### config.mk
export PLATFORM = sky130hd
export DESIGN_NAME = sem_ram
export DESIGN_NICKNAME = d
export VERILOG_FILES = /design/src/rtl/sem_ram.sv
export SDC_FILE = /design/constraint.sdc
export NUM_CORES = 1
export LEC_CHECK = 0
export BUFFER_PORTS_ARGS = -buffer_cell sky130_fd_sc_hd__buf_2
export CORE_MARGIN = 3
export CORE_UTILIZATION = 44
export CTS_BUF_LIST = sky130_fd_sc_hd__clkbuf_16
export CTS_CLUSTER_DIAMETER = 80
export DETAILED_ROUTE_END_ITERATION = 10
export SYNTH_ARGS = -nofsm -noshare
export SYNTH_HDL_FRONTEND = slang
export SYNTH_SLANG_ARGS = --single-unit
### constraint.sdc
create_clock -name clk -period 2 [get_ports clk]
set_input_delay 0.5 -clock clk [delete_from_list [all_inputs] [get_ports clk]]
set_output_delay 0.5 -clock clk [all_outputs]
set_load 0.02 [all_outputs]
### src/rtl/sem_ram.sv
module sem_ram #(
  parameter int Width = 8,
  parameter int Depth = 16
) (
  input  logic                     clk,
  input  logic                     we,
  input  logic [$clog2(Depth)-1:0] waddr,
  input  logic [Width-1:0]         wdata,
  input  logic [$clog2(Depth)-1:0] raddr,
  output logic [Width-1:0]         rdata
);

  logic [Width-1:0] mem [Depth];

  always_ff @(posedge clk) begin
    if (we) begin
      mem[waddr] <= wdata;
    end
    rdata <= mem[raddr];
  end

endmodule

==> run metrics, run 1 <==
status finished, final reports clean; CP Max Fanout 12; placed cell area 5580 um2; GR Overflow Total 0; fin crit period 1510 ps; 1st-iter DRT viols 243; CTS root buf clkbuf_16; Hold Buf Count CTS 0; cell count after placement 407; Non-Filler Instances 439; io pins 26; largest net degree at the start of global routing 33; Mapped Area 5150 um2; Core Util, Final 0.555; Antenna Cells 0; gr usage total 0.176; Die W 114 um; library cells used by synthesis 19; endpoints failing hold 0; number of vias per cell 5.62; fmax 663 MHz; row cnt 38; sequential area share after synthesis 0.778; die height 114 um; Slew Limit Headroom 0.380; Synth Register Bits 136; Worst-path clk slew 60 ps; most frequent cells in the layout 128 x edfxtp_1, 25 x buf_2, 19 x buf_4, 18 x mux4_2, 17 x clkbuf_16; final instance area 6170 um2; via count 2,465; worst setup path startpoint raddr[0]; Inserted Clock Buffers 17; nets@finish 304; Worst EP required 2290 ps; most common cell after layout, fill and taps aside edfxtp_1; Max Root-Sink Buffers 2; Syn Area/Cell 22.5 um2; max cap viols 0; Warnings, synthesis 0; fin. max-slew vios 0; Leakage Power 2.12 nW; post-DP HPWL 6460 um; DR WL met2 4820 um; P&R area growth vs syn 19.9%; Reg2Reg Capture Point rdata[1]; clk_skew 6.46 ps; post_cts resized 0; TritonRoute pass-1 iters 4; Initial Utilization 0.463; die area 13,000 um2; pre-CTS setup slack 38.6 ps; Total Wirelength 10,400 um; syn nets 247; final worst path period share 0.754; area of the core 11,100 um2; TritonCTS clock tree built; DR WL/cell 23.7 um; setup violators final 0; Reg2Reg Depth 3; RSZ-0062 raised after global routing no; Detail Route Antenna Nets 0; layout filler cell count 871; flop-to-flop setup slack 650 ps; Data arrival, critical path 1800 ps; Post-Synthesis Cells 229; TNS Setup 0 ps; setup bufs post-CTS 0; pwr/cell area 1060 nW/um2; fin worst setup slack 492 ps; Worst-Skew Late Latency 400 ps; met3 routed WL 663 um; DRC viols 0; Worst-Margin Slew 927 ps; worst min-delay path class in2reg; Buffers on Ports 25; Top Layer Used met4; Worst Setup End Kind register; launching point of the worst reg2reg path mem[0][1]; Critical path destination rdata[1]; worst ir drop on vdd 0.550 mV; global-route wire length before repair 16,000 um; RePlAce Congestion 0.775; initial antenna violation count 0; WS Path Type in2reg; fraction of layout cells with a size suffix above 1 0.318; CTS Sinks 136; crit start category input port; Metal-1 WL 4770 um; number of global-route vias before repair 2,593; H-tree level count 4
-- critical path, stage by stage --
cell,delay (ps)
buf_2,180
buf_12,180
mux4_1,610
a22oi_1,240
nand2_1,80
-- cell usage after synthesis --
| library cell | number | share of area |
|---|---|---|
| or3b_2 | 1 | 0.0017 |
| nand2b_1 | 2 | 0.0024 |
| and2_1 | 1 | 0.0012 |
| nand2_1 | 9 | 0.0066 |
| and2b_1 | 1 | 0.0015 |
| a22oi_1 | 16 | 0.023 |
| buf_6 | 3 | 0.0066 |
| mux4_1 | 14 | 0.071 |
| nor3_1 | 4 | 0.0039 |
| dfxtp_1 | 8 | 0.031 |
| buf_4 | 1 | 0.0015 |
| nand3b_1 | 2 | 0.0029 |
| nor2_1 | 13 | 0.0095 |
| nor2b_1 | 1 | 0.0012 |
| mux4_2 | 18 | 0.079 |
| edfxtp_1 | 128 | 0.75 |
| buf_2 | 3 | 0.0029 |
| clkdlybuf4s25_2 | 3 | 0.0058 |
| nand3_1 | 1 | 0.00097 |
-- cells by family (layout without fill, tap and decap cells) --
kind of cell           Yosys count  after routing  synth area share
muxes                           32             32             0.150
AOI/OAI and AO/OA               16             16            0.0233
and+or+nand+nor                 35             35            0.0318
buffers and inverters           10             80            0.0168
DFF                            136            136             0.778
-- stage by stage --
stage,power (mW),hold slack [ps]
6_report,6.56,477
3_3_place_gp,3.59,650
2_1_floorplan,3.44,599
5_1_grt,6.77,475
4_1_cts,6.62,465
3_5_place_dp,3.60,665
-- power by group --
| part | leakage, nW | internal, mW | switching, mW |
|---|---|---|---|
| sequential | 1.22 | 3.19 | 0.0181 |
| clock | 0.283 | 1.94 | 1.09 |
| combinational | 0.610 | 0.136 | 0.187 |
-- cell type report --
| class | count | area (um2) | area share |
|---|---|---|---|
| clock buffers | 17 | 425 | 0.0690 |
| clock inverters | 15 | 160 | 0.0260 |
| multi-input cells | 83 | 1060 | 0.171 |
| flip-flops and latches | 136 | 4000 | 0.649 |
| well taps | 140 | 175 | 0.0284 |
| repair buffers | 48 | 348 | 0.0564 |
-- worst min-delay path by stage --
stage	start	to	slack, ps	depth (start not counted)
6_report	wdata[7]	mem[12][7]	480	1
3_3_place_gp	mem[14][1]	rdata[1]	650	3
4_1_cts	wdata[6]	mem[14][6]	460	1
5_1_grt	wdata[6]	mem[14][6]	470	1
3_5_place_dp	mem[15][1]	rdata[1]	660	3
2_1_floorplan	wdata[0]	mem[0][0]	600	0
-- flip-flops by register name, summed over array words and instances (netlist names) --
signal / count
rdata: 8
mem: 128
-- metal layers --
layer	GRT usage	vias to the layer above
met5	0	-
met4	0.0610	0
met3	0.0502	10
met2	0.252	86
met1	0.261	1281
li1	-	1088
Note: power is estimated with default switching activity, not from simulation.
==> run 2, diff against run 1 <==
==> constraint.sdc (replaced) <==
create_clock -name clk -period 1.44 [get_ports clk]
set_input_delay 0.36 -clock clk [delete_from_list [all_inputs] [get_ports clk]]
set_output_delay 0.36 -clock clk [all_outputs]
set_load 0.02 [all_outputs]
==> run 2 against run 1 <==
Sequential power increased by 39%. Register-to-register slack got worse by 590 ps. Die area stayed put. Routed wire length is 1.1% lower. Combinational power grew 54%. Total power rose by 39%. Core utilization grew 1.7 points. Final cell count grew 4.6%. Non-clock buffer count increased by 20. Critical endpoint is now rdata[6]. Largest power group unchanged.
==> run metrics, run 2 (synthesized netlist as in run 1, its figures left out) <==
Die W 114 um; largest net degree at the start of global routing 17; Worst EP required 1740 ps; Leakage Power 2.21 nW; TritonRoute pass-1 iters 6; pre-CTS setup slack -434 ps; TritonCTS clock tree built; area of the core 11,100 um2; initial antenna violation count 0; via count 2,561; Core Util, Final 0.572; final instance area 6360 um2; hold_sp wdata[4]; TNS Setup 0 ps; number of global-route vias before repair 2,657; Max Root-Sink Buffers 2; Reg with most FFs mem; max cap viols 0; fraction of layout cells with a size suffix above 1 0.408; endpoints failing hold 0; Initial Utilization 0.463; final worst path period share 0.958; busiest grt layer met2; clk_skew 6.70 ps; status finished, final reports clean; most frequent cells in the layout 128 x edfxtp_1, 37 x buf_4, 25 x buf_2, 22 x mux4_2, 17 x clkbuf_16; fin. max-slew vios 0; flop-to-flop setup slack 60 ps; Antenna Cells 0; 1st-iter DRT viols 180; crit start category register; Inserted Clock Buffers 17; Reg2Reg Capture Point rdata[6]; launching point of the worst reg2reg path mem[2][6]; row cnt 38; Reg2Reg Depth 4; fin worst setup slack 60.7 ps; hold path endpoint mem[6][4]; Detail Route Antenna Nets 0; most common cell after layout, fill and taps aside edfxtp_1; Slew Limit Headroom 0.444; GR Overflow Total 0; number of vias per cell 5.58; Buffers on Ports 25; worst min-delay path class in2reg; Worst Setup End Kind register; met2 usage 0.256; RSZ-0062 raised after global routing no; P&R area growth vs syn 23.6%; global-route wire length before repair 16,100 um; RePlAce Congestion 0.731; worst ir drop on vdd 0.700 mV; WS Path Type reg2reg; post-DP HPWL 6920 um; Hold Path Stages 1; setup violators final 0; Power Total 9.09 mW; pwr/cell area 1430 nW/um2; die area 13,000 um2; placed cell area 5780 um2; Top Registers mem (128), rdata (8); H-tree level count 4; DRC viols 0; DR WL/cell 22.4 um; Sequential Area 4000 um2; CP Max Fanout 1; Total Wirelength 10,300 um; fmax 725 MHz; Data arrival, critical path 1680 ps; CTS Sinks 136; Worst-Margin Slew 831 ps; fin crit period 1380 ps; Worst-path clk slew 60 ps; io pins 26; met3 Use GR 0.0560; layout filler cell count 864; nets@finish 324; CTS root buf clkbuf_16; met1 global-route usage 0.251; gr usage total 0.176; area of the multi-input gates 1080 um2; max reg flops 128; Worst-Skew Late Latency 410 ps; die height 114 um
-- run 2: per-layer routing --
metal,vias to the layer above,part of all wire
met4,0,0.015
met1,1332,0.44
met2,88,0.47
met3,14,0.079
li1,1127,-
met5,-,0
-- run 2: how the worst max path moves through the flow --
stage / from / endpoint / slack (ps) / depth (start not counted)
finish: mem[2][6] / rdata[6] / 60 / 4
global route: mem[0][6] / rdata[6] / 10 / 4
CTS: mem[3][6] / rdata[6] / 40 / 4
detailed placement: raddr[0] / rdata[6] / -430 / 6
global placement: raddr[0] / rdata[6] / -450 / 6
floorplan: raddr[0] / rdata[1] / -60 / 5
-- run 2: report_power, final --
group,switching [mW],internal [mW]
sequential,0.0231,4.43
combinational,0.275,0.221
clock,1.60,2.55
-- run 2: timing repair --
action,CTS,global route
setup buffers,0,0
endpoints found under the setup margin,1,0
hold buffers,0,0
resized for setup,1,0
-- run 2: final cells by class --
| type | instances | share of cell area |
|---|---|---|
| Sequential cell | 136 | 0.629 |
| Multi-Input combinational cell | 83 | 0.170 |
| Clock inverter | 15 | 0.0240 |
| Timing Repair Buffer | 68 | 0.0822 |
| Clock buffer | 17 | 0.0669 |
| Tap cell | 140 | 0.0275 |
-- run 2: stage by stage --
step | hold WS (ps) | instances
final | 330 | 459
after global routing | 325 | 459
after CTS | 312 | 459
after detailed placement | 658 | 427
after global placement | 668 | 427
after floorplan | 459 | 229
-- run 2: worst max-delay path, cell delays in order, from the launching register on --
cell	delay, ps
edfxtp_1	360
mux4_2	480
a22oi_2	240
buf_4	150
nand2_1	40
