--- config.mk ---
export PLATFORM = sky130hd
export DESIGN_NAME = sem_mag
export DESIGN_NICKNAME = d
export VERILOG_FILES = /design/src/rtl/sem_pkg.sv /design/src/rtl/sem_mag.sv
export SDC_FILE = /design/constraint.sdc
export NUM_CORES = 1
export LEC_CHECK = 0
export BUFFER_PORTS_ARGS = -buffer_cell sky130_fd_sc_hd__buf_2
export CAP_MARGIN = 5
export CORE_MARGIN = 5
export CORE_UTILIZATION = 55
export CTS_CLUSTER_SIZE = 10
export DETAILED_ROUTE_END_ITERATION = 8
export HOLD_SLACK_MARGIN = 0.02
export PLACE_DENSITY = 0.81
export SYNTH_ARGS = -nofsm -noshare
export SYNTH_HDL_FRONTEND = slang
export SYNTH_SLANG_ARGS = --single-unit
export TNS_END_PERCENT = 10
--- constraint.sdc ---
create_clock -name clk -period 6.4 [get_ports clk]
set_input_delay 0 -clock clk [delete_from_list [all_inputs] [get_ports clk]]
set_output_delay 0 -clock clk [all_outputs]
set_load 0.01 [all_outputs]
--- src/rtl/sem_pkg.sv ---
package sem_pkg;

  localparam int MaxWidth   = 1024;
  localparam int ColW       = $clog2(MaxWidth);
  localparam int WidthRegW  = 11;
  localparam int HeightRegW = 16;
  localparam int CfgW       = 16;
  localparam int RowW       = 17;
  localparam int WarmW      = ColW + 1;
  localparam int PixW       = 24;
  localparam int ResetWidth  = 640;
  localparam int ResetHeight = 480;
  localparam int MagMax      = 255;
  // Largest sum of squares that still rounds to MagMax or less.
  localparam int RoundLimit  = MagMax * MagMax + MagMax;

  typedef enum logic {
    REG_WIDTH  = 1'b0,
    REG_HEIGHT = 1'b1
  } reg_idx_t;

  // One color plane of the 3x3 window, index row*3+col, row 0 on top.
  typedef logic [8:0][7:0] chwin_t;

  typedef struct packed {
    logic       start;
    logic [8:0] live;
  } mag_req_t;

endpackage

--- src/rtl/sem_mag.sv ---
module sem_mag (
  input  logic              clk,
  input  logic              rst_n,
  input  sem_pkg::mag_req_t req,
  input  sem_pkg::chwin_t   win,
  output logic              done,
  output logic [7:0]        mag
);

  typedef enum logic [4:0] {
    M_IDLE = 5'b00001,
    M_SQX  = 5'b00010,
    M_SQY  = 5'b00100,
    M_ROOT = 5'b01000,
    M_FIN  = 5'b10000
  } mstate_t;

  mstate_t            state_r, state_nxt;
  logic signed [10:0] gx_r, gx_nxt, gy_r, gy_nxt;
  logic [19:0]        nx_r, nx_nxt;
  logic [15:0]        nsh_r, nsh_nxt;
  logic               sat_r, sat_nxt;
  logic [8:0]         rem_r, rem_nxt;
  logic [7:0]         root_r, root_nxt;
  logic [2:0]         cnt_r, cnt_nxt;

  logic [7:0]         v [9];
  logic [10:0]        px, nx, py, ny;
  logic signed [21:0] sq_x, sq_y;
  logic [20:0]        nsum;
  logic [10:0]        cur, trial;

  always_comb begin
    for (int k = 0; k < 9; k++) begin
      v[k] = req.live[k] ? win[k] : 8'd0;
    end
    px = 11'(v[2]) + 11'({v[5], 1'b0}) + 11'(v[8]);
    nx = 11'(v[0]) + 11'({v[3], 1'b0}) + 11'(v[6]);
    py = 11'(v[6]) + 11'({v[7], 1'b0}) + 11'(v[8]);
    ny = 11'(v[0]) + 11'({v[1], 1'b0}) + 11'(v[2]);
  end

  assign sq_x  = gx_r * gx_r;
  assign sq_y  = gy_r * gy_r;
  assign nsum  = 21'(nx_r) + 21'(sq_y[19:0]);
  assign cur   = {rem_r, nsh_r[15:14]};
  assign trial = {1'b0, root_r, 2'b01};

  always_comb begin
    state_nxt = state_r;
    gx_nxt    = gx_r;
    gy_nxt    = gy_r;
    nx_nxt    = nx_r;
    nsh_nxt   = nsh_r;
    sat_nxt   = sat_r;
    rem_nxt   = rem_r;
    root_nxt  = root_r;
    cnt_nxt   = cnt_r;
    case (state_r)
      M_IDLE: begin
        if (req.start) begin
          gx_nxt    = $signed(px) - $signed(nx);
          gy_nxt    = $signed(py) - $signed(ny);
          state_nxt = M_SQX;
        end
      end
      M_SQX: begin
        nx_nxt    = sq_x[19:0];
        state_nxt = M_SQY;
      end
      M_SQY: begin
        sat_nxt   = nsum > 21'(sem_pkg::RoundLimit);
        nsh_nxt   = nsum[15:0];
        rem_nxt   = '0;
        root_nxt  = '0;
        cnt_nxt   = '0;
        state_nxt = M_ROOT;
      end
      M_ROOT: begin
        // one root bit per cycle, two radicand bits shifted in
        if (cur >= trial) begin
          rem_nxt  = 9'(cur - trial);
          root_nxt = {root_r[6:0], 1'b1};
        end else begin
          rem_nxt  = cur[8:0];
          root_nxt = {root_r[6:0], 1'b0};
        end
        nsh_nxt = {nsh_r[13:0], 2'b00};
        cnt_nxt = cnt_r + 3'd1;
        if (cnt_r == 3'd7) begin
          state_nxt = M_FIN;
        end
      end
      M_FIN: begin
        state_nxt = M_IDLE;
      end
      default: begin
        state_nxt = M_IDLE;
      end
    endcase
  end

  always_ff @(posedge clk) begin
    if (!rst_n) begin
      state_r <= M_IDLE;
    end else begin
      state_r <= state_nxt;
    end
    gx_r   <= gx_nxt;
    gy_r   <= gy_nxt;
    nx_r   <= nx_nxt;
    nsh_r  <= nsh_nxt;
    sat_r  <= sat_nxt;
    rem_r  <= rem_nxt;
    root_r <= root_nxt;
    cnt_r  <= cnt_nxt;
  end

  assign done = (state_r == M_FIN);
  // round up when the remainder exceeds the root
  assign mag  = sat_r ? 8'(sem_pkg::MagMax) : root_r + 8'(rem_r > {1'b0, root_r});

endmodule

==> results.json <==
{
  "status": "finished, violations left",
  "violations": "setup timing",
  "place_ws_ns": -0.270,
  "slowest_stage": "fa_1",
  "clockBufferDepth": 2,
  "slew_violations": 0,
  "final_area_mm2": 0.0168,
  "min_period_ns": 6.49,
  "dpl_cell_area_mm2": 0.0160,
  "synth_area_mm2": 0.0146,
  "gr-total-overflow": 0,
  "layout_commonest_cell": "inv_1",
  "numCtsBuffers": 9,
  "slew_headroom_pct": 34.9,
  "crit_top_cell": "fa_1",
  "die_h_um": 173,
  "ant_nets": 0,
  "final_cell_mix": "inv_1 (345), fa_1 (247), ha_1 (137)",
  "die_w_um": 173,
  "multi_input_area_mm2": 0.0110,
  "synth.top_cell.area_share_pct": 34.6,
  "setup_ws_ns": -0.0874,
  "yosysWarnings": 0,
  "cp_cell_sequence": "buf_4, nand2_2, fa_1, inv_1, fa_1, fa_1, fa_1, inv_1, fa_1, inv_1, ha_4, buf_4, and3_1, a21oi_2, nand3b_1, xor2_1, ha_1, nand3_1, o21ai_2, a41o_1, o311a_1, a211oi_1, or4_1",
  "cp.required_ns": 6.49,
  "yosys_register_bits": 83,
  "synth_simple_gate_area_share_pct": 14.0,
  "synth_compound_area_share_pct": 6.28,
  "seq_area_frac_synth_pct": 16.8,
  "worst-path-max-fanout": 7,
  "diodes": 0,
  "maxCapViolCount": 0,
  "hpwl_um": 26600,
  "yosys-mux-area-fraction_pct": 0.567,
  "tightest_slew_ns": 0.972,
  "rsz0062_at_grt": "true",
  "skew_ns": 0.0132,
  "critical-path-max-stage-delay_ns": 0.55,
  "port_buffers": 83,
  "synthDistinctLibCells": 51,
  "synth_area_per_cell_um2": 9.77,
  "start_kind": "flip-flop",
  "viasPerCell": 5.26,
  "nFillCells": 2033,
  "gp_congestion": 0.958,
  "critical_path_arrival_ns": 6.58,
  "setup.worst_path.end_class": "flip-flop",
  "synth_enable_flop_cells": 78,
  "synth_top_family_by_area": "adder cells",
  "whs_ns": 0.0681,
  "vias": 10588,
  "synth_top_cell_by_area": "fa_1",
  "hold_violations": 0,
  "critPathKind": "flip-flop to flip-flop",
  "grt_max_degree": 36,
  "drt-total-wl_um": 31800,
  "grt_util_all_layers_pct": 21.7,
  "die_area_mm2": 0.0298,
  "num-nets-final": 2151,
  "num_rows": 59,
  "seqCellArea_mm2": 0.00244,
  "fin_util_pct": 64.4,
  "clock-root-buffer": "clkbuf_16",
  "worstHoldPathType": "input port to flip-flop",
  "synth_cells": 1490,
  "clk_latency_ns": 0.35,
  "htreeDepth": 3,
  "drive_above_1_share_pct": 17.5,
  "firstDrtPassIters": 5,
  "synthTopCellsByArea": "fa_1 (35%), edfxtp_1 (16%), ha_1 (12%), inv_1 (9.1%), and2_1 (5.3%)",
  "area_delta_synth_final_pct": 15.2,
  "cts_sinks": 83,
  "cts_tree": "done",
  "antenna_found_initial": 0,
  "start_util_pct": 55.9,
  "num_io_pins": 93,
  "setup_violations": 1,
  "cts.reportedPaths.clkPinSlew_ns": 0.07,
  "synthXorXnorAreaFrac_pct": 5.77,
  "postSynth.asyncResetShare_pct": 0,
  "core_mm2": 0.0261,
  "grt_pass1_wl_um": 54200,
  "grt_pass1_vias": 11827,
  "fmax_ghz": 0.154,
  "drt-initial-drc-count": 565,
  "drc": 0,
  "finalCritPeriodShare_pct": 101,
  "synth_nets": 1968,
  "synth_ff_type": "edfxtp_1",
  "synthAdderAreaFrac_pct": 46.8,
  "detail_route.wl_per_cell_um": 15.8
}
==> metal layers <==
metal	up-vias	GRT usage [%]	share of wire, %	wire length, um
li1	4975	-	-	-
met1	5322	26.2	39	12400
met2	237	41.1	55	17500
met3	54	3.01	3.7	1160
met4	0	4.95	2.2	714
met5	-	0	0	0
==> cell type report <==
cell class | instances | share of cell area (%)
clock inverters | 6 | 0.298
well taps | 335 | 2.50
inverters | 353 | 7.90
multi-input cells | 1028 | 65.6
clock buffers | 10 | 1.36
repair buffers | 198 | 7.74
flip-flops and latches | 83 | 14.6
==> sequential cells by signal, indices dropped and copies added (netlist names) <==
register and count:
state_r 5, gx_r 11, gy_r 11, rem_r 9
root_r 8, cnt_r 3, nsh_r 16, nx_r 19
sat_r 1
==> through the flow <==
stage | std cells | TNS, ns
final | 2013 | -0.0874
after global routing | 2013 | -0.617
after CTS | 2005 | 0
after detailed placement | 1969 | -0.270
after global placement | 1969 | -0.112
after floorplan | 1490 | 0
==> synthesized netlist by cell type, drive strengths merged (16+ instances only) <==
cell and number:
inv 353, fa 252, ha 142, and2 123, nand2 90, edfxtp 78, xnor2 74, nor2 65
a21oi 38, o21ai 31, clkbuf 25, nor2b 25, xor2 22, nand2b 19, nor3 19, a21o 17
nand3 16
==> kinds of logic (layout without fill, tap and decap cells) <==
logic type	count (synthesis)	count (layout)
buf+inv	379	567
simple gates	391	391
compound gates	139	139
flops	83	83
fa+ha+maj	394	394
mux	8	8
xor+xnor	96	96
==> worst max-delay path, delay by kind of cell (launching register included) <==
| family | cells | cell delay, ns |
|---|---|---|
| adders and majority gates | 7 | 3.22 |
| DFF | 1 | 0.50 |
| and+or+nand+nor | 5 | 1.03 |
| AOI/OAI and AO/OA | 5 | 0.80 |
| xor gates and xnor gates | 1 | 0.18 |
| buffers and inverters | 5 | 0.49 |
==> path summary, 6_finish.rpt <==
kind,cells past startpoint,slack [ns],startpoint,endpoint
max,23,-0.09,gy_r[3],sat_r
min reg2reg,2,0.52,nsh_r[5],nsh_r[7]
min,3,0.07,req[9],state_r[2]
max reg2reg,23,-0.09,gy_r[3],sat_r
==> timing repair <==
action	4_1_cts	5_1_grt
endpoints found under the setup margin	1	3
setup buffers	18	8
hold buffers	2	0
hold endpoints to repair	1	0
pin swaps	38	22
cloned	0	0
resized for setup	55	16
Power is left out: the tool's default activity adds up to more than one toggle a clock period on the data nets, which glitch-free logic cannot reach.
